**src/rtl/v3a_pkg.sv**
```systemverilog
// Shared types, constants and helpers for the three-dimensional vector ALU.
`timescale 1ns / 1ps
package v3a_pkg;

  // Fractional bits of the fixed-point format (8 to 24)
  localparam int FracBits   = 16;
  // Result bits of the square root (64-bit radicand, one root bit per stage)
  localparam int SqrtStages = 32;
  // Quotient bits: 32-bit magnitude shifted up by the fraction
  localparam int QuoW       = 32 + FracBits;
  // Width that holds any product sum before scaling
  localparam int WideW      = 66;
  // Queue between front and back; must be a power of two
  localparam int FifoDepth  = 4;
  localparam int PtrW       = $clog2(FifoDepth);

  typedef logic signed [31:0]      fix_t;
  typedef logic signed [WideW-1:0] wide_t;
  typedef fix_t [2:0]              vec_t;

  typedef enum logic [3:0] {
    OP_ADD   = 4'd0,
    OP_SUB   = 4'd1,
    OP_SCALE = 4'd2,
    OP_DIV   = 4'd3,
    OP_EQ    = 4'd4,
    OP_DOT   = 4'd5,
    OP_CROSS = 4'd6,
    OP_MAG   = 4'd7,
    OP_NORM  = 4'd8,
    OP_SRES  = 4'd9,
    OP_VRES  = 4'd10,
    OP_PERP  = 4'd11
  } op_e;

  // Classified transaction handed from front to back
  typedef struct packed {
    op_e  op;
    logic err;
    vec_t a;
    vec_t b;
    fix_t s;
    vec_t v;   // vector whose magnitude is taken
  } item_t;

  typedef struct packed {
    vec_t v;
    fix_t s;
    logic eq;
    logic err;
  } res_t;

  typedef struct packed {
    item_t it;
    res_t  res;
  } ctx_t;

  // Clamp a wide signed value to the 32-bit range
  function automatic fix_t sat32(wide_t x);
    fix_t r;
    if ((&x[WideW-1:31]) || (~|x[WideW-1:31])) begin
      r = x[31:0];
    end else if (x[WideW-1]) begin
      r = 32'sh8000_0000;
    end else begin
      r = 32'sh7fff_ffff;
    end
    return r;
  endfunction

endpackage

```
**src/rtl/v3a_fifo.sv**
```systemverilog
// Short queue that decouples the front end from the execution pipeline.
`timescale 1ns / 1ps
module v3a_fifo (
  input  logic           clk_i,
  input  logic           rst_ni,
  input  logic           push_valid_i,
  output logic           push_ready_o,
  input  v3a_pkg::item_t push_data_i,
  output logic           pop_valid_o,
  input  logic           pop_ready_i,
  output v3a_pkg::item_t pop_data_o
);

  logic [v3a_pkg::PtrW-1:0] wr_q, rd_q;
  logic [v3a_pkg::PtrW:0]   cnt_q;
  v3a_pkg::item_t           mem_q [v3a_pkg::FifoDepth];
  logic                     push, pop;

  assign push_ready_o = (cnt_q != (v3a_pkg::PtrW + 1)'(v3a_pkg::FifoDepth));
  assign pop_valid_o  = (cnt_q != '0);
  assign pop_data_o   = mem_q[rd_q];
  assign push         = push_valid_i && push_ready_o;
  assign pop          = pop_valid_o && pop_ready_i;

  // Advance pointers and fill count
  always_ff @(posedge clk_i or negedge rst_ni) begin
    if (!rst_ni) begin
      wr_q  <= '0;
      rd_q  <= '0;
      cnt_q <= '0;
    end else begin
      if (push) begin
        wr_q <= wr_q + 1'b1;
      end
      if (pop) begin
        rd_q <= rd_q + 1'b1;
      end
      if (push && !pop) begin
        cnt_q <= cnt_q + 1'b1;
      end else if (pop && !push) begin
        cnt_q <= cnt_q - 1'b1;
      end
    end
  end

  always_ff @(posedge clk_i) begin
    if (push) begin
      mem_q[wr_q] <= push_data_i;
    end
  end

endmodule

```
**config.mk**
```make
export PLATFORM = sky130hd
export DESIGN_NAME = v3a_fifo
export DESIGN_NICKNAME = d
export VERILOG_FILES = /design/src/rtl/v3a_pkg.sv /design/src/rtl/v3a_fifo.sv
export SDC_FILE = /design/constraint.sdc
export NUM_CORES = 1
export LEC_CHECK = 0
export ABC_AREA = 0
export BUFFER_PORTS_ARGS = -buffer_cell sky130_fd_sc_hd__buf_2
export CORE_MARGIN = 4
export CORE_UTILIZATION = 35
export DETAILED_ROUTE_END_ITERATION = 8
export HOLD_SLACK_MARGIN = 0.05
export PLACE_DENSITY = 0.52
export SLEW_MARGIN = 20
export SYNTH_ARGS = -nofsm -noshare
export SYNTH_HDL_FRONTEND = slang
export SYNTH_SLANG_ARGS = --single-unit
```
**constraint.sdc**
```tcl
create_clock -name clk_i -period 9 [get_ports clk_i]
set_input_delay 0 -clock clk_i [delete_from_list [all_inputs] [get_ports clk_i]]
set_output_delay 0 -clock clk_i [all_outputs]
set_load 0.1 [all_outputs]
```
==> impl_metrics.ini, run 1 <==
[yosys]
synth_top_family_by_area = multiplexers
synth_compound_area_frac = 0.000159
synthXorXnorAreaFrac = 0.00111
ys_seq_elements = 1307
syn_nets = 2068
synthSimpleGateAreaFrac = 0.00109
ys_warn_count = 0
syn_inst = 1733
avgSynthCellArea_sq_um = 27.2
ys_seq_area_frac = 0.831
syn_area_sq_um = 47200
synth-adder-area-share = 0.00175
synth_mux_area_frac = 0.156
synth.top_cell.area_share = 0.827
synth_top_area_cell = edfxtp_1
yosys-top-cells-area = edfxtp_1 83%, mux4_2 16%, buf_4 0.41%
ys_types = 20

[cts]
insertion_delay_ns = 0.75
cts_root_buffer = clkbuf_16
cts_tree = built
clock_path_buffers = 3
numClockSinks = 1307
cts_made_buffers = 141
path_clk_slew_ns = 0.06
htreeDepth = 4

[job]
maxCapViolCount = 0

[global_route]
grt_util_all_layers = 0.154
grt_pass1_vias = 25700
grt_max_degree = 141
grt_pass1_wl_um = 164000
grt_antenna_before_repair = 26
overflow = 0

[routing]
routedWlPerCell_um = 21.7
route.vias.total = 23700
drc = 0
firstDrtPassIters = 5
vias_per_cell = 4.72
ant_nets = 0
drt_iter0_markers = 1451
wl_um = 109000

[finish]
layout.nets = 3461
area_delta_synth_final_pct = 34.5
final_cell_mix = 1300 x edfxtp_1, 655 x buf_2, 648 x dlygate4sd3_1, 325 x mux4_2, 145 x clkbuf_16
drive_gt1_frac = 0.369
final_common_cell = edfxtp_1

[sta]
skew_ns = 0.0236
tightest_slew_ns = 1.17
fin_crit_ns = 4.13
finalSetupViolCount = 0
rsz0062_at_grt = false
report.final.slew_viol_count = 0
tns_ns = 0
relSlewSlack = 0.222
clock.fmax_mhz = 242
hold_viol = 0
finalCritPeriodShare = 0.459

[critical_path]
critPathSlowestCell = dfrtp_4
endpoint_kind = output port
max_stage_delay_ns = 0.87
cp_max_fo = 75
path_class = reg2out
startpoint_type = flip-flop
crit_chain = buf_12 > buf_16 > buf_4 > mux4_2 > buf_2
r2r_cells = 5
worst_ep_arrival_time_ns = 4.13
required_ns = 9.00

[place]
io_buffer_count = 655
hpwl_um = 64300
routabilityCongestion = 0.742

[floorplanning]
ios = 656
fp.coreArea_sq_um = 134000
die-area_sq_um = 141000
start_util = 0.353
fp-row-count = 134
die_h_um = 375
die_x_um = 375

[hold_path]
hold_class = in2reg
hold_depth = 2

[outcome]
outcome = finished, final reports clean
## state kept, by name, indices dropped and copies added, names as in the netlist
signal and count:
cnt_q 3, wr_q 2, mem_q 1300, rd_q 2
## through the flow
stage          std cells  utilization  instance area [sq um]  hold slack, ns  setup slack (ns)
6_report            5022        0.475                  63500           0.106              4.87
5_1_grt             5012        0.474                  63500          0.0725              4.45
4_1_cts             5002        0.474                  63400          0.0529              4.72
3_5_place_dp        4102        0.393                  52600          -0.138              5.36
3_3_place_gp        4101        0.393                  52600          -0.140              5.43
2_1_floorplan       1733            -                  47200          -0.296            0.0472
## timing repair
item	CTS	global route
hold buffers	648	0
hold endpoints to repair	1329	0
buffers inserted	0	0
resized for setup	0	0
## cell usage after synthesis, drive strengths merged
library cell,count
mux4,325
xnor2,4
xor2,2
ha,5
a21boi,1
edfxtp,1300
nor2,2
nand3,1
mux2,2
buf,60
clkbuf,13
and2,4
or3,1
fa,1
inv,3
nand2,2
dfrtp,7
## path summary, 6_finish.rpt
| check | slack [ns] | end | startpoint |
|---|---|---|---|
| max in group asynchronous | 8.34 | rd_q[0] | rst_ni |
| worst min register to register | 0.53 | cnt_q[2] | cnt_q[2] |
| worst min-delay path | 0.11 | mem_q[0][60] | push_data_i[60] |
| min in group asynchronous | 0.35 | wr_q[0] | rst_ni |
| worst max-delay path | 4.87 | pop_data_o[224] | rd_q[0] |
| worst max register to register | 5.36 | mem_q[2][170] | cnt_q[0] |
## routing by layer
metal  global-route usage  vias up  part of all wire
met2                0.249      781              0.49
met1                0.194    12300              0.40
met4               0.0430       18             0.023
li1                     -    10400                 -
met5                    0        -           0.00096
met3               0.0602      180             0.093
## worst max-delay path: cells and delay by family (launching register included)
kind	cells	cell delay, ns
muxes	1	0.61
DFF	1	0.87
buffers and inverters	4	1.66
## kinds of logic (layout without fill, tap and decap cells)
logic type               Yosys count  in the layout
AND/OR/NAND/NOR                   10             10
adder cells (fa/ha/maj)            6              6
flip-flops                      1307           1307
multiplexers                     327            327
AO/OA/AOI/OAI                      1              1
other                              0             19
XOR/XNOR                           6              6
buffers and inverters             76           1578
## cell type report
type | count | area (sq um)
clock inverter | 65 | 557
antenna | 19 | 47.5
multi-input combinational | 350 | 7550
clock buffer | 187 | 3800
tap | 1768 | 2210
sequential | 1307 | 39200
timing repair buffer | 1323 | 10100
fill | 11100 | 70300
inverter | 3 | 11.3
Power of run 1 is left out: the tool's default activity adds up to more than one toggle a clock period on the data nets, which glitch-free logic cannot reach.
==> run 2, diff against run 1 <==
--- a/config.mk
+++ b/config.mk
@@ -5,7 +5,7 @@
 export SDC_FILE = /design/constraint.sdc
 export NUM_CORES = 1
 export LEC_CHECK = 0
-export ABC_AREA = 0
+export ABC_AREA = 1
 export BUFFER_PORTS_ARGS = -buffer_cell sky130_fd_sc_hd__buf_2
 export CORE_MARGIN = 4
 export CORE_UTILIZATION = 35
==> constraint.sdc (replaced) <==
create_clock -name clk_i -period 3.6 [get_ports clk_i]
set_input_delay 0 -clock clk_i [delete_from_list [all_inputs] [get_ports clk_i]]
set_output_delay 0 -clock clk_i [all_outputs]
set_load 0.1 [all_outputs]
==> impl_metrics.ini, run 2 <==
[place]
routabilityCongestion = 0.763
hpwl_um = 79400
pre_cts_slack_ns = 1.05
place_inst = 6290
io_buffer_count = 655

[sta]
rsz0062_at_grt = false
fin_hold_ws_ns = 0.140
fin_crit_ns = 3.25
relSlewSlack = 0.393
finalCritPeriodShare = 0.902
skew_ns = 0.0229
clock.fmax_mhz = 308
finalSetupViolCount = 0
fin_ws_ns = 0.352
tightest_slew_ns = 0.910
report.final.slew_viol_count = 0
hold_viol = 0

[outcome]
outcome = finished, final reports clean

[yosys]
yosysMostFrequentCell = edfxtp_1
synth_compound_area_frac = 0.0949
synth-adder-area-share = 0.00160
syn_nets = 4186
synth_mux_area_frac = 0
ys_types = 18
synth_edf_count = 1300
synth_top_flop_cell = edfxtp_1
synth.top_cell.area_share = 0.758
synth_top_family_by_area = compound AO/OA/AOI/OAI gates
synthSimpleGateAreaFrac = 0.0734
synthXorXnorAreaFrac = 0.000170
syn_inst = 3851
syn_area_sq_um = 51500
avgSynthCellArea_sq_um = 13.4
ys_seq_area_frac = 0.761
synth.top_cells.by_count = 1300 x edfxtp_1, 992 x nand2_1, 665 x inv_1, 650 x o211ai_1, 142 x buf_2
async_flop_share = 0.00536
ys_warn_count = 0
ys_seq_elements = 1307
synth_top_area_cell = edfxtp_1
yosys-top-cells-area = edfxtp_1 76%, o211ai_1 9.5%, nand2_1 7.2%

[routing]
firstDrtPassIters = 5
wl_um = 130000
ant_nets = 0
drt_iter0_markers = 1602
routedWlPerCell_um = 18.0
route.vias.total = 33000
vias_per_cell = 4.58
drc = 0

[finish]
drive_gt1_frac = 0.178
final_cell_mix = 1300 x edfxtp_1, 991 x nand2_1, 662 x inv_1, 655 x buf_2
final_common_cell = edfxtp_1
area_delta_synth_final_pct = 32.4
largest_reg_flops = 1300
largest-register = mem_q
layout.nets = 5503
final_cells = 7211
top_regs = mem_q: 1300 flops, cnt_q: 3 flops

[job]
maxCapViolCount = 0

[global_route]
grt_antenna_before_repair = 22
overflow = 0
grt_max_degree = 150
grt_pass1_wl_um = 196000
grt_util_all_layers = 0.167
grt_pass1_vias = 32600

[critical_path]
required_ns = 3.60
r2r_setup_slack_ns = 1.41
cp_max_fo = 58
path_class = reg2out
endpoint_kind = output port
worst_ep_arrival_time_ns = 3.25
startpoint_type = flip-flop

[cts]
numClockSinks = 1307
insertion_delay_ns = 0.76
cts_tree = built
cts_root_buffer = clkbuf_16
cts_made_buffers = 143
path_clk_slew_ns = 0.06
htreeDepth = 4
clock_path_buffers = 3

[floorplanning]
die-area_sq_um = 153000
fp.coreArea_sq_um = 146000
die_h_um = 392
fp-row-count = 140
ios = 656
die_x_um = 392
start_util = 0.353

[hold_path]
hold_class = in2reg
## run 2: logic make-up after synthesis
group                      count (synthesis)
DFF                                     1307
xor gates and xnor gates                   1
AOI/OAI and AO/OA                        651
buffers and inverters                    882
adders and majority gates                  6
and+or+nand+nor                         1004
## run 2: metal layers
metal / vias to the layer above / wire, um / track usage
li1: 16200 / - / -
met1: 15800 / 56400 / 0.216
met2: 766 / 62400 / 0.278
met3: 170 / 8340 / 0.0441
met4: 4 / 2660 / 0.0456
met5: - / 27 / 0
## run 2: repair_timing
item                                   4_1_cts  5_1_grt
resized for setup                            0        0
hold buffers                               650        0
setup buffers                                0        0
endpoints found under the hold margin     1594        0
## run 2: final cells by class
class,count,area (sq um)
clock buffers,178,3820
inverters,666,2510
diodes,20,50.0
repair buffers,1388,10700
flip-flops and latches,1307,39200
clock inverters,73,642
fillers,13000,77700
well taps,1917,2400
multi-input cells,1662,8810
## run 2: worst paths after layout
path	startpoint	to	cells after the start
min reg2reg	wr_q[1]	wr_q[1]	2
max reg2reg	wr_q[0]	mem_q[0][312]	6
max	rd_q[1]	pop_data_o[306]	5
max in group asynchronous	rst_ni	rd_q[1]	3
min in group asynchronous	rst_ni	wr_q[1]	3
min	push_data_i[61]	mem_q[2][61]	2
## run 2: stage by stage
| stage | area (sq um) | utilization | TNS [ns] |
|---|---|---|---|
| 6_report | 68200 | 0.467 | 0 |
| 3_3_place_gp | 57200 | 0.392 | 0 |
| 3_5_place_dp | 57200 | 0.392 | 0 |
| 5_1_grt | 68200 | 0.467 | 0 |
| 2_1_floorplan | 51600 | - | -3285.08 |
| 4_1_cts | 68100 | 0.467 | 0 |
## run 2: critical path: stages, from the launching register on
cell and delay, ns:
dfrtp_4 0.74, inv_8 0.54, buf_12 0.34, o211ai_1 0.14
nand2_1 0.14, buf_2 0.45
Power of run 2 is left out for the same reason.
==> run 3, diff against run 2 <==
--- a/config.mk
+++ b/config.mk
@@ -8,11 +8,12 @@
 export ABC_AREA = 1
 export BUFFER_PORTS_ARGS = -buffer_cell sky130_fd_sc_hd__buf_2
 export CORE_MARGIN = 4
-export CORE_UTILIZATION = 35
+export CORE_UTILIZATION = 25
 export DETAILED_ROUTE_END_ITERATION = 8
 export HOLD_SLACK_MARGIN = 0.05
-export PLACE_DENSITY = 0.52
+export PLACE_DENSITY = 0.39
 export SLEW_MARGIN = 20
 export SYNTH_ARGS = -nofsm -noshare
 export SYNTH_HDL_FRONTEND = slang
 export SYNTH_SLANG_ARGS = --single-unit
+export TNS_END_PERCENT = 50
==> impl_metrics.ini, run 3 (synthesis results as in run 2) <==
[critical_path]
max_stage_delay_ns = 0.67
endpoint_kind = output port
crit_buf_inv = 3
r2r_setup_slack_ns = 1.44
critPathSlowestCell = dfrtp_4
worst_ep_arrival_time_ns = 3.15
rr_startpoint = wr_q[0]
crit_chain = inv_8 > buf_12 > o211ai_1 > nand2_1 > buf_2
r2r_cells = 6
cp_max_fo = 53
cpLargestDelayFamily = buffers and inverters
required_ns = 3.60
startpoint_type = flip-flop
setup.worst_path.start = rd_q[1]
rr_endpoint = mem_q[0][179]
path_class = reg2out

[sta]
hold_viol = 0
report.final.slew_viol_count = 0
clock.fmax_mhz = 317
fin_crit_ns = 3.15
relSlewSlack = 0.471
finalCritPeriodShare = 0.875
finalSetupViolCount = 0
tns_ns = 0
rsz0062_at_grt = false
skew_ns = 0.0453
fin_hold_ws_ns = 0.115
tightest_slew_ns = 0.794

[cts]
insertion_delay_ns = 0.78
path_clk_slew_ns = 0.05
cts_root_buffer = clkbuf_16
clock_path_buffers = 3
cts_tree = built
cts_resized = 0
cts_made_buffers = 156
cts_setup_buffers = 0
htreeDepth = 4
cts_hold_buffers = 645
numClockSinks = 1307

[global_route]
grt_util_all_layers = 0.134
grt_antenna_before_repair = 36
grt_pass1_wl_um = 215000
overflow = 0
grt_max_degree = 104
grt_pass1_vias = 32900

[finish]
fin_util = 0.341
final_cell_mix = 1300 x edfxtp_1, 991 x nand2_1, 662 x inv_1, 655 x buf_2, 650 x o211ai_1
area_delta_synth_final_pct = 35.5
largest-register = mem_q
fillers = 20400
final_common_cell = edfxtp_1
layout.nets = 5524
multi_input_comb_area_sq_um = 8810
drive_gt1_frac = 0.181
top_regs = mem_q: 1300 flops, cnt_q: 3 flops
largest_reg_flops = 1300
seq_area_sq_um = 39200

[job]
maxCapViolCount = 0

[routing]
wl_um = 145000
drc = 0
dr_wl_met2_um = 67500
ant_nets = 0
drt_iter0_markers = 1565
route.met3.wl_um = 8330
wl_met1_um = 65100
routed.top_layer = met5
route.vias.total = 33000
routedWlPerCell_um = 18.1
firstDrtPassIters = 7
vias_per_cell = 4.11

[hold_path]
hold_end = mem_q[3][0]
hold_class = in2reg
hold_depth = 2
hold_start = push_data_i[0]

[floorplanning]
fp-row-count = 166
start_util = 0.251
die_h_um = 462
die_x_um = 462
die-area_sq_um = 213000
ios = 656
fp.coreArea_sq_um = 205000

[place]
routabilityCongestion = 0.737
hpwl_um = 90400
io_buffer_count = 655

[outcome]
outcome = finished, final reports clean
[run 3: cell count changes in the layout (fill, tap and decap cells not counted), sizes merged, moves of 4 or more]
cell | previous run | this run
bufinv | 8 | 4
buf | 738 | 751
clkbuf | 178 | 203
clkinv | 55 | 69
dlygate4sd3 | 650 | 645
[run 3: cell type report]
class / instances / share of cell area
sequential: 1307 / 0.562
timing repair buffer: 1396 / 0.158
multi-input combinational: 1662 / 0.126
clock buffer: 203 / 0.0600
tap: 2688 / 0.0482
inverter: 666 / 0.0360
clock inverter: 77 / 0.00814
antenna: 23 / 0.000825
[run 3: metrics by stage]
| step | worst slack, ns | std cells | instance area, sq um |
|---|---|---|---|
| 3_5_place_dp | 1.16 | 7074 | 58500 |
| 6_report | 0.450 | 8022 | 69800 |
| 2_1_floorplan | -2.54 | 3851 | 51600 |
| 4_1_cts | 0.273 | 7999 | 69700 |
| 5_1_grt | 0.239 | 8011 | 69700 |
| 3_3_place_gp | 1.17 | 7074 | 58500 |
[run 3: metal layers]
metal  GRT usage  vias to the layer above
li1            -                    16300
met1       0.173                    15800
met2       0.217                      678
met3      0.0372                      235
met4      0.0416                       24
met5           0                        -
[run 3: worst max path at each step]
stage	endpoint	cells after the start
5_1_grt	pop_data_o[241]	5
2_1_floorplan	mem_q[0][0]	4
3_5_place_dp	pop_data_o[315]	5
4_1_cts	pop_data_o[315]	5
3_3_place_gp	pop_data_o[241]	5
6_report	pop_data_o[241]	5
Power of run 3 is left out for the same reason.
