**config.mk**
```make
export PLATFORM = sky130hd
export DESIGN_NAME = v3a_front
export DESIGN_NICKNAME = d
export VERILOG_FILES = /design/src/rtl/v3a_pkg.sv /design/src/rtl/v3a_front.sv
export SDC_FILE = /design/constraint.sdc
export NUM_CORES = 1
export LEC_CHECK = 0
export BUFFER_PORTS_ARGS = -buffer_cell sky130_fd_sc_hd__buf_4
export CAP_MARGIN = 15
export CORE_AREA = 10 10 211 213
export DETAILED_ROUTE_END_ITERATION = 8
export DIE_AREA = 0 0 221 223
export HOLD_SLACK_MARGIN = 0.08
export PLACE_DENSITY = 0.54
export SLEW_MARGIN = 20
export SYNTH_ARGS = -nofsm -noshare
export SYNTH_HDL_FRONTEND = slang
export SYNTH_SLANG_ARGS = --single-unit
```
**constraint.sdc**
```tcl
create_clock -name clk_i -period 8.1 [get_ports clk_i]
set_input_delay 0 -clock clk_i [delete_from_list [all_inputs] [get_ports clk_i]]
set_output_delay 0 -clock clk_i [all_outputs]
set_load 0.01 [all_outputs]
```
**src/rtl/v3a_pkg.sv**
```systemverilog
// Shared types, constants and helpers for the three-dimensional vector ALU.
`timescale 1ns / 1ps
package v3a_pkg;

  // Fractional bits of the fixed-point format (8 to 24)
  localparam int FracBits   = 16;
  // Result bits of the square root (64-bit radicand, one root bit per stage)
  localparam int SqrtStages = 32;
  // Quotient bits: 32-bit magnitude shifted up by the fraction
  localparam int QuoW       = 32 + FracBits;
  // Width that holds any product sum before scaling
  localparam int WideW      = 66;
  // Queue between front and back; must be a power of two
  localparam int FifoDepth  = 4;
  localparam int PtrW       = $clog2(FifoDepth);

  typedef logic signed [31:0]      fix_t;
  typedef logic signed [WideW-1:0] wide_t;
  typedef fix_t [2:0]              vec_t;

  typedef enum logic [3:0] {
    OP_ADD   = 4'd0,
    OP_SUB   = 4'd1,
    OP_SCALE = 4'd2,
    OP_DIV   = 4'd3,
    OP_EQ    = 4'd4,
    OP_DOT   = 4'd5,
    OP_CROSS = 4'd6,
    OP_MAG   = 4'd7,
    OP_NORM  = 4'd8,
    OP_SRES  = 4'd9,
    OP_VRES  = 4'd10,
    OP_PERP  = 4'd11
  } op_e;

  // Classified transaction handed from front to back
  typedef struct packed {
    op_e  op;
    logic err;
    vec_t a;
    vec_t b;
    fix_t s;
    vec_t v;   // vector whose magnitude is taken
  } item_t;

  typedef struct packed {
    vec_t v;
    fix_t s;
    logic eq;
    logic err;
  } res_t;

  typedef struct packed {
    item_t it;
    res_t  res;
  } ctx_t;

  // Clamp a wide signed value to the 32-bit range
  function automatic fix_t sat32(wide_t x);
    fix_t r;
    if ((&x[WideW-1:31]) || (~|x[WideW-1:31])) begin
      r = x[31:0];
    end else if (x[WideW-1]) begin
      r = 32'sh8000_0000;
    end else begin
      r = 32'sh7fff_ffff;
    end
    return r;
  endfunction

endpackage

```
**src/rtl/v3a_front.sv**
```systemverilog
// Front end: registers an incoming transaction and classifies it.
`timescale 1ns / 1ps
module v3a_front (
  input  logic                  clk_i,
  input  logic                  rst_ni,
  input  logic                  in_valid_i,
  output logic                  in_ready_o,
  input  logic [3:0]            op_i,
  input  logic signed [31:0]    a_x_i,
  input  logic signed [31:0]    a_y_i,
  input  logic signed [31:0]    a_z_i,
  input  logic signed [31:0]    b_x_i,
  input  logic signed [31:0]    b_y_i,
  input  logic signed [31:0]    b_z_i,
  input  logic signed [31:0]    scalar_in_i,
  output logic                  item_valid_o,
  input  logic                  item_ready_i,
  output v3a_pkg::item_t        item_o
);

  logic           vld_q;
  v3a_pkg::item_t item_q, item_d;
  logic           a_zero, b_zero;

  assign in_ready_o   = !vld_q || item_ready_i;
  assign item_valid_o = vld_q;
  assign item_o       = item_q;

  // Classify: flag bad ops, zero divisors and zero vectors; pick the vector to measure
  always_comb begin
    a_zero      = (a_x_i == '0) && (a_y_i == '0) && (a_z_i == '0);
    b_zero      = (b_x_i == '0) && (b_y_i == '0) && (b_z_i == '0);
    item_d.op   = v3a_pkg::op_e'(op_i);
    item_d.a    = {a_z_i, a_y_i, a_x_i};
    item_d.b    = {b_z_i, b_y_i, b_x_i};
    item_d.s    = scalar_in_i;
    item_d.v    = {a_z_i, a_y_i, a_x_i};
    item_d.err  = 1'b0;
    case (v3a_pkg::op_e'(op_i))
      v3a_pkg::OP_ADD, v3a_pkg::OP_SUB, v3a_pkg::OP_SCALE, v3a_pkg::OP_EQ,
      v3a_pkg::OP_DOT, v3a_pkg::OP_CROSS, v3a_pkg::OP_MAG: begin
        item_d.err = 1'b0;
      end
      v3a_pkg::OP_DIV: begin
        item_d.err = (scalar_in_i == '0);
      end
      v3a_pkg::OP_NORM: begin
        item_d.err = a_zero;
      end
      v3a_pkg::OP_SRES, v3a_pkg::OP_VRES, v3a_pkg::OP_PERP: begin
        item_d.err = b_zero;
        item_d.v   = {b_z_i, b_y_i, b_x_i};
      end
      default: begin
        item_d.err = 1'b1;
      end
    endcase
  end

  always_ff @(posedge clk_i or negedge rst_ni) begin
    if (!rst_ni) begin
      vld_q <= 1'b0;
    end else if (in_ready_o) begin
      vld_q <= in_valid_i;
    end
  end

  // Capture payload on each accepted transaction
  always_ff @(posedge clk_i) begin
    if (in_valid_i && in_ready_o) begin
      item_q <= item_d;
    end
  end

endmodule

```
==> impl_results.md, run 1 <==
- Outcome: finished clean
- CTS tree: built
- Fin worst setup slack: about 5.5 ns
- Number of flops mapped to enable cells by yosys: approximately 330
- CP cell instances: nand2b_1 -> and2_4 -> buf_4
- First-pass GRT wire length: about 67000 µm
- Post-CTS sizing: 0
- Vias after detailed routing: 8460
- Vias per cell: 4.450
- Placeable Area: approximately 40000 µm²
- Area share of the largest cell type after synthesis: 85.25%
- WL final: approximately 47000 µm
- Slew Viols, Final: 0
- Crit. Startpoint: item_valid_o
- Detailed-route DRC error count: 0
- Largest net degree at the start of global routing: around 190
- RSZ-0062 raised after global routing: false
- Ports: roughly 560
- VDD IR max: 0.0001563 V
- Overflow after GRT: 0
- Final Hold Fails: 0
- First-iteration detailed-routing DRC count: 592
- Detail Placement HPWL: roughly 36000 µm
- Seq/Total Area, Yosys: 85.46%
- Worst slew pin tran: approximately 1.2 ns
- Row count: 74
- Synthesized-area fraction occupied by adder cells: 0%
- Port Buffer Count: between 500 and 600
- Power Total: a little over 4 mW
- First drt pass iteration count: 5
- CP max stage delay: roughly 0.89 ns
- CTS Buf Count: 36
- CTS Root Cell: clkbuf_16
- Final setup fails: 0
- Die Ht: approximately 220 µm
- Commonest non-fill, non-tap cell in the layout: buf_4
- Worst setup SP type: flop
- Final min period: between 2 and 3 ns
- Layout area overhead: 72.37%
- Max-cap check violation count: 0
- Main combinational cell family by area after synthesis: multiplexers
- Layout cells sized above 1: roughly 52%
- Gpl congestion: 0.8255
- Initial antenna violation count: 1
- Worst Hold Class: in2reg
- GRT Util Overall: a little under a fifth
- Setup Skew: ~0.015 ns
- Simple-gate share of the synthesized area: under 10%
- Slew margin rel.: 21.69%
- Reg clk slew, reported paths: approximately 0.060 ns
- Syn_nets: between 700 and 800
- Mux cell area share after synthesis: under 10%
- DRT antenna net count: 0
- Sink Count: around 330
- Die Wd: 221 µm
- Compound-Gate Fraction of Synth Area: less than 1%
- F_max: ~390 MHz
- Worst setup EP type: flop
- Distinct cells, synth: 16
- Pwr dens: roughly 210 nW/µm²
- Pleak: ~7.7 nW
- Worst-case clock buffer depth: 3
- Mapped cell area: about 11000 µm²
- Xor and xnor area share after synthesis: 0%
- Mapped Cells: roughly 520
- Register bit total from synthesis: between 300 and 400
- Ys flop type: edfxtp_1
- H-tree depth: 2
- Setup WS pre-CTS: roughly 5.5 ns
- Crit share post-route: 31.85%
- Fin nets: around 1600
- Leading area contributor after synthesis: edfxtp_1
- Die area: ~50000 µm²
- Post-layout util: 48.88%
- Critical path fanouts, max: approximately 80
- Slowest cell on the critical path: buf_4
- Critical Path RT: ~8.3 ns
- Initial core utilization: around 28%
- Synth warn: 0
- Crit path DAT: ~2.7 ns
- Post-Route Setup TNS: 0 ns
- CP Class: reg2reg
- Clock Latency Late Sink: ~0.53 ns
- Hold Startpoint: scalar_in_i[11]
- Synth area leaders: edfxtp_1, mux2_2, nor4_1, nand4_1, dfrtp_1
- Most frequent cells in the layout: buf_4, edfxtp_1, dlygate4sd3_1
- Ys async rst share: 0.3067%
- Vias in the first global route: between 9000 and 10000
- R2r startpoint: item_valid_o
- Wire length per cell: 24.89 µm
- Avg Cell Area, Syn: 21.97 µm²
## sequential cells by signal, indices dropped and copies added, names as in the netlist
register	flops
item_valid_o	1
item_o	325
## final cells by class
class / instances / area, µm²
well taps: 532 / 665.6
fillers: 3421 / 20630
flip-flops and latches: 326 / 9784
clock buffers: 43 / 948.4
clock inverters: 19 / 145.1
diodes: 2 / 5.005
multi-input cells: 185 / 1632
repair buffers: 794 / 6554
## worst max-delay path: cells and delay by family, from the launching register on
kind | cells | cell delay (ns)
buffers and inverters | 1 | 0.89
AND/OR/NAND/NOR | 2 | 0.80
flip-flops | 1 | 0.37
## repair_timing
| action | CTS | global route |
|---|---|---|
| hold buffers | 232 | 0 |
| setup buffers | 0 | 0 |
| hold endpoints to repair | 327 | 0 |
## where the power goes
| group | switching [mW] | internal (mW) | total [mW] |
|---|---|---|---|
| Sequential | 0.0282 | 1.98 | 2.01 |
| Combinational | 0.260 | 0.292 | 0.552 |
| Clock | 0.655 | 0.898 | 1.55 |
| Total | 0.943 | 3.17 | 4.11 |
## Yosys cell counts (2+ instances only)
cell / instances
buf_2: 4
clkbuf_1: 6
edfxtp_1: 325
mux2_2: 96
nand2_1: 3
nand2b_1: 3
nand3_1: 4
nand4_1: 12
nor2_1: 4
nor4_1: 57
or4_1: 2
## logic make-up after synthesis
logic type             Yosys count
AND/OR/NAND/NOR                 88
multiplexers                    96
flip-flops                     326
AO/OA/AOI/OAI                    1
buffers and inverters           10
## worst paths after layout
| check | end | depth (start not counted) | slack [ns] |
|---|---|---|---|
| min in group asynchronous | item_valid_o | 3 | 0.32 |
| hold reg to reg | item_valid_o | 3 | 1.07 |
| hold / removal | item_o[107] | 2 | 0.20 |
| setup / recovery | item_o[301] | 3 | 5.52 |
| max in group asynchronous | item_valid_o | 3 | 7.67 |
| setup reg to reg | item_o[301] | 3 | 5.52 |
## per-stage QoR
stage	area, µm²	instances	hold WS (ns)
3_5_place_dp	16310	1605	-0.2240
4_1_cts	19730	1899	0.1586
2_1_floorplan	11450	521	-0.2956
5_1_grt	19730	1899	0.1667
3_3_place_gp	16310	1605	-0.2237
6_report	19730	1901	0.2009
## metal layers
layer / up-vias / routed length (µm) / GRT usage (%)
met3: 71 / 4032 / 7.021
met1: 4155 / 17590 / 20.09
met2: 415 / 24420 / 32.18
li1: 3819 / - / -
met5: - / 0 / 0
met4: 0 / 1284 / 5.590
Power figures use the tool's default switching activity.
==> run 2, diff against run 1 <==
PLACE_DENSITY = 0.52   (was 0.54)
clock period = 2.6 ns   (was 8.1 ns; I/O delays follow)
==> impl_results.md, run 2 (synthesized netlist as in run 1, its figures left out) <==
- Area post-placement: 16450 µm² (+0.84%)
- Final min period: about 2.2 ns
- Worst Path Buf+Inv: 2 (+1)
- Detailed-route DRC error count: 0 (unchanged)
- Vias in the first global route: 9351 (+0.54%)
- Detail Placement HPWL: 36710 µm (+2.3%)
- Layout fillers: 3472 (+1.5%)
- Commonest non-fill, non-tap cell in the layout: buf_4
- Die Wd: 221 µm (unchanged)
- Finished Cell Area: 19870 µm² (+0.70%)
- Hold path depth: 3 (+1)
- Clock Latency Late Sink: 0.54 ns (about the same)
- Setup Skew: 0.01453 ns (-0.0005476 ns)
- Largest net degree at the start of global routing: 109 (-42%)
- DRT antenna net count: 0 (unchanged)
- Flop2flop setup slack: 0.87 ns (-4.65 ns)
- Worst setup EP type: flop
- CTS tree: built
- WHS Endpoint: item_o[49]
- Reg clk slew, reported paths: 0.06 ns (about the same)
- Overflow after GRT: 0 (unchanged)
- Worst setup SP type: input port
- CTS Root Cell: clkbuf_16
- Critical Path RT: 3.01 ns (-5.24 ns)
- Final setup fails: 0 (unchanged)
- Critical path fanouts, max: 3 (-96%)
- Crit path DAT: 2.65 ns (-0.08 ns)
- Pleak: 7.801 nW (+0.97%)
- CP Class: in2reg
- Slew margin rel.: 43.28% (+22 points)
- Die area: 49280 µm² (unchanged)
- Initial core utilization: 28.36% (unchanged)
- Fin nets: 1587 (+0.76%)
- Max-cap check violation count: 0 (unchanged)
- WL final: 48050 µm (+1.5%)
- Wire length per cell: 25.10 µm (+0.84%)
- Vias per cell: 4.466 (+0.34%)
- H-tree depth: 2 (unchanged)
- F_max: 445.9 MHz
- Placeable Area: 40370 µm² (unchanged)
- Layout cells sized above 1: 52.06% (+0.20 points)
- Row count: 74 (unchanged)
- Slew Viols, Final: 0 (unchanged)
- Worst-case reg-to-reg path depth: 4 (+1)
- CP cell instances: dlygate4sd3_1 -> buf_4 -> nor4_1 -> nand4_1 -> or4_1 -> or4_1 -> nand3_1
- Worst-case clock buffer depth: 3 (unchanged)
- Crit path depth: 7 (+4)
- VDD IR max: 0.0005240 V (+240%)
- Area occupied by multi-input gates: 1632 µm² (unchanged)
- Outcome: finished clean
- CP max stage delay: 0.57 ns (-0.32 ns)
- GRT Util Overall: 18.73% (+0.41 points)
- Gpl congestion: 0.8274 (+0.23%)
- Die Ht: 223 µm (unchanged)
- Slowest cell on the critical path: or4_1
- Crit path max-delay family: simple AND/OR/NAND/NOR gates
- Worst Hold Class: in2reg
- First drt pass iteration count: 5 (unchanged)
- Post-CTS Setup Inserts: 0 (unchanged)
- Sink Count: 326 (unchanged)
- Most frequent cells in the layout: buf_4, edfxtp_1, dlygate4sd3_1
- Crit share post-route: between 80% and 90%
- Register area: 9784 µm² (unchanged)
- Ports: 559 (unchanged)
- Worst slew pin tran: 0.8431 ns (-0.3316 ns)
- Max FFs per register: 325 (unchanged)
- CP dominant cell by count: or4_1
- First-pass GRT wire length: 68430 µm (+2.0%)
- First-iteration detailed-routing DRC count: 618 (+4.4%)
- RSZ-0062 raised after global routing: false
- Layout area overhead: 73.57%
- R2r startpoint: item_valid_o
- Pwr dens: 643.3 nW/µm² (+210%)
- Final Hold Fails: 0 (unchanged)
- Vias after detailed routing: 8547 (+1.0%)
- Hold Startpoint: item_ready_i
- CTS Buf Count: 38 (+5.6%)
- R2R Path End: item_o[298]
- Post-layout util: 49.23% (+0.34 points)
- Initial antenna violation count: 1 (unchanged)
- Port Buffer Count: 558 (unchanged)
[run 2: cell count changes in the layout (fill, tap and decap cells not counted), sizes merged]
cell / previous run / this run
clkinvlp: 1 / 0
diode: 2 / 1
bufinv: 2 / 0
clkinv: 14 / 18
buf: 562 / 572
inv: 2 / 1
clkbuf: 43 / 47
[run 2: area by class of cell]
cell class              count  share of cell area, %
clock buffers              47                  5.062
well taps                 532                  3.350
flip-flops and latches    326                  49.24
repair buffers            804                  33.67
clock inverters            19                 0.4533
diodes                      1                0.01259
multi-input cells         185                  8.211
[run 2: worst max-delay path by stage]
stage | to | startpoint | slack (ns)
floorplan | item_o[0] | item_valid_o | -0.71
global placement | item_o[320] | b_z_i[22] | 0.44
detailed placement | item_o[320] | b_z_i[22] | 0.39
CTS | item_o[320] | b_z_i[22] | 0.43
global route | item_o[320] | b_z_i[21] | 0.36
finish | item_o[320] | b_z_i[21] | 0.36
[run 2: stage by stage]
| stage | std cells | setup slack [ns] | power (mW) | TNS [ns] | hold WS, ns |
|---|---|---|---|---|---|
| 6_report | 1914 | 0.3572 | 12.78 | 0 | 0.1363 |
| 3_5_place_dp | 1615 | 0.3913 | 7.828 | 0 | -0.2193 |
| 2_1_floorplan | 521 | -0.7139 | 6.793 | -232.02 | -0.2956 |
| 4_1_cts | 1913 | 0.4290 | 12.95 | 0 | 0.08930 |
| 5_1_grt | 1913 | 0.3589 | 13.27 | 0 | 0.1126 |
| 3_3_place_gp | 1615 | 0.4359 | 7.818 | 0 | -0.2244 |
[run 2: routing by layer]
| metal | vias to the layer above | share of wire (%) | global-route usage, % |
|---|---|---|---|
| met3 | 69 | 8.6 | 7.218 |
| met5 | - | 0 | 0 |
| met4 | 0 | 2.7 | 5.634 |
| met1 | 4209 | 37 | 20.28 |
| li1 | 3848 | - | - |
| met2 | 421 | 51 | 33.21 |
[run 2: repair_timing]
item	CTS	global route
endpoints found under the hold margin	330	0
setup endpoints to repair	0	0
hold buffers	232	0
gates resized for setup	0	0
[run 2: tightest hold or removal path: stages]
cell,delay [ns]
buf_4,0.08
nand2b_1,0.15
and2_4,0.28
[run 2: power breakdown]
part | internal, mW | total, mW | switching, mW | leakage (nW)
clock network | 2.73 | 4.78 | 2.05 | 0.542
logic | 0.934 | 1.76 | 0.821 | 4.15
registers | 6.16 | 6.25 | 0.0849 | 3.11
==> run 3, diff against run 2 <==
RECOVER_POWER = 50   (was default)
==> impl_results.md, run 3 (synthesized netlist as in run 1, its figures left out) <==
- Outcome: finished clean
- Crit share post-route: 87.11% (+0.85 points)
- Slew margin rel.: 36.34% (-6.9 points)
- Slew Viols, Final: 0 (unchanged)
- Fin nets: 1587 (unchanged)
- Placeable Area: 40370 µm² (unchanged)
- Area occupied by multi-input gates: 1629 µm² (-0.15%)
- Detailed-route DRC error count: 0 (unchanged)
- First-pass GRT wire length: 68430 µm (unchanged)
- Final setup fails: 0 (unchanged)
- Die area: 49280 µm² (unchanged)
- CTS Buf Count: 38 (unchanged)
- First drt pass iteration count: 5 (unchanged)
- Largest net degree at the start of global routing: 109 (unchanged)
- N_diodes: 0 (-1)
- Most frequent cells in the layout: clkbuf_1, edfxtp_1, dlygate4sd3_1
- Reg clk slew, reported paths: 0.06 ns (about the same)
- Initial antenna violation count: 1 (unchanged)
- Sink Count: 326 (unchanged)
- Max FFs per register: 325 (unchanged)
- Post-Route Setup TNS: 0 ns (unchanged)
- Worst Hold Class: in2reg
- WL final: 47870 µm (-0.37%)
- H-tree depth: 2 (unchanged)
- Worst slew pin tran: 0.9544 ns (+0.1113 ns)
- F_max: 441.6 MHz (-0.97%)
- Gpl congestion: 0.8274 (unchanged)
- Commonest non-fill, non-tap cell in the layout: clkbuf_1
- Critical path fanouts, max: 63 (+60)
- Die Wd: 221 µm (unchanged)
- CP Class: reg2reg
- Initial core utilization: 28.36% (unchanged)
- Final min period: 2.265 ns (+0.02198 ns)
- Pleak: 6.116 nW (-22%)
- Ports: 559 (unchanged)
- Final non-filler cell total: 1913 (-0.052%)
- Power Total: 12.46 mW (-2.6%)
- CTS Root Cell: clkbuf_16
- Setup Skew: 0.01603 ns (+0.001502 ns)
- CTS tree: built
- Critical Path RT: 2.78 ns (-0.23 ns)
- Finished Cell Area: 18130 µm² (-8.8%)
- DRT antenna net count: 0 (unchanged)
- Worst setup SP type: flop
- Final Hold Fails: 0 (unchanged)
- Vias per cell: 4.474 (+0.19%)
- Detail Placement HPWL: 36710 µm (unchanged)
- GRT Util Overall: 18.73% (unchanged)
- Post-layout util: 44.91% (-4.3 points)
- Post-CTS sizing: 0 (unchanged)
- VDD IR max: 0.0005303 V (+1.2%)
- Setup crit end: item_o[298]
- R2r startpoint: item_valid_o
- Wire length per cell: 25.02 µm (-0.32%)
- Port Buffer Count: 558 (unchanged)
- Row count: 74 (unchanged)
- Crit path DAT: 2.45 ns (-0.20 ns)
- Flop2flop setup slack: 0.34 ns (-0.53 ns)
- Placed Cells: 1615 (unchanged)
- Vias in the first global route: 9351 (unchanged)
- Register area: 9784 µm² (unchanged)
- Area post-placement: 16450 µm² (unchanged)
- Clock Latency Late Sink: 0.54 ns (about the same)
- Layout cells sized above 1: 18.46% (-34 points)
- Max-cap check violation count: 0 (unchanged)
- R2R Path End: item_o[298]
- RSZ-0062 raised after global routing: false
- Worst-case reg-to-reg path depth: 4 (unchanged)
- Crit. Startpoint: item_valid_o
- Worst-case clock buffer depth: 3 (unchanged)
- Overflow after GRT: 0 (unchanged)
- Layout fillers: 3910 (+13%)
- Worst setup EP type: flop
- First-iteration detailed-routing DRC count: 604 (-2.3%)
- Layout area overhead: 58.35%
- Vias after detailed routing: 8559 (+0.14%)
- Pwr dens: 687.1 nW/µm² (+6.8%)
- Die Ht: 223 µm (unchanged)
-- run 3: cell count changes in the layout (fill, tap and decap cells not counted) --
cell,change
clkbuf_4,+23
and2_0,+1
clkbuf_1,+463
diode_2,-1
buf_4,-486
and2_4,-1
-- run 3: final cells by class --
| cell class | instances | share of cell area [%] |
|---|---|---|
| Multi-Input combinational cell | 185 | 8.986 |
| Timing Repair Buffer | 804 | 27.32 |
| Sequential cell | 326 | 53.97 |
| Clock inverter | 19 | 0.4969 |
| Clock buffer | 47 | 5.549 |
| Tap cell | 532 | 3.672 |
-- run 3: per-stage QoR --
stage | setup WS [ns] | hold slack (ns)
floorplan | -0.7139 | -0.2956
global placement | 0.4359 | -0.2244
detailed placement | 0.3913 | -0.2193
CTS | 0.4290 | 0.08930
global route | 0.2705 | 0.1947
finish | 0.3353 | 0.2218
-- run 3: worst max-delay path, cell delays in order (launching register included) --
cell and delay, ns:
dfrtp_1 0.37, nand2b_1 0.12, and2_0 0.77, buf_12 0.27, buf_12 0.31
-- run 3: routing by layer --
metal | wire (µm) | vias up | track usage (%)
li1 | - | 3857 | -
met5 | 0 | - | 0
met1 | 17710 | 4189 | 20.28
met2 | 24540 | 428 | 33.21
met3 | 4171 | 85 | 7.218
met4 | 1456 | 0 | 5.634
-- run 3: where the power goes --
group | leakage (nW) | internal, mW | switching [mW] | total, mW
Combinational | 2.47 | 0.621 | 0.817 | 1.44
Clock | 0.542 | 2.73 | 2.04 | 4.78
Sequential | 3.11 | 6.16 | 0.0799 | 6.24
-- run 3: timing repair --
| action | CTS | global route |
|---|---|---|
| hold buffers | 232 | 0 |
| hold endpoints to repair | 330 | 0 |
| setup buffers | 0 | 0 |
-- run 3: worst min-delay path by stage --
stage,start,end,slack (ns),cells after the start
floorplan,rst_ni,item_valid_o,-0.30,0
global placement,rst_ni,item_valid_o,-0.22,1
detailed placement,rst_ni,item_valid_o,-0.22,1
CTS,item_ready_i,item_o[49],0.09,3
global route,scalar_in_i[8],item_o[104],0.19,2
finish,scalar_in_i[10],item_o[106],0.22,2
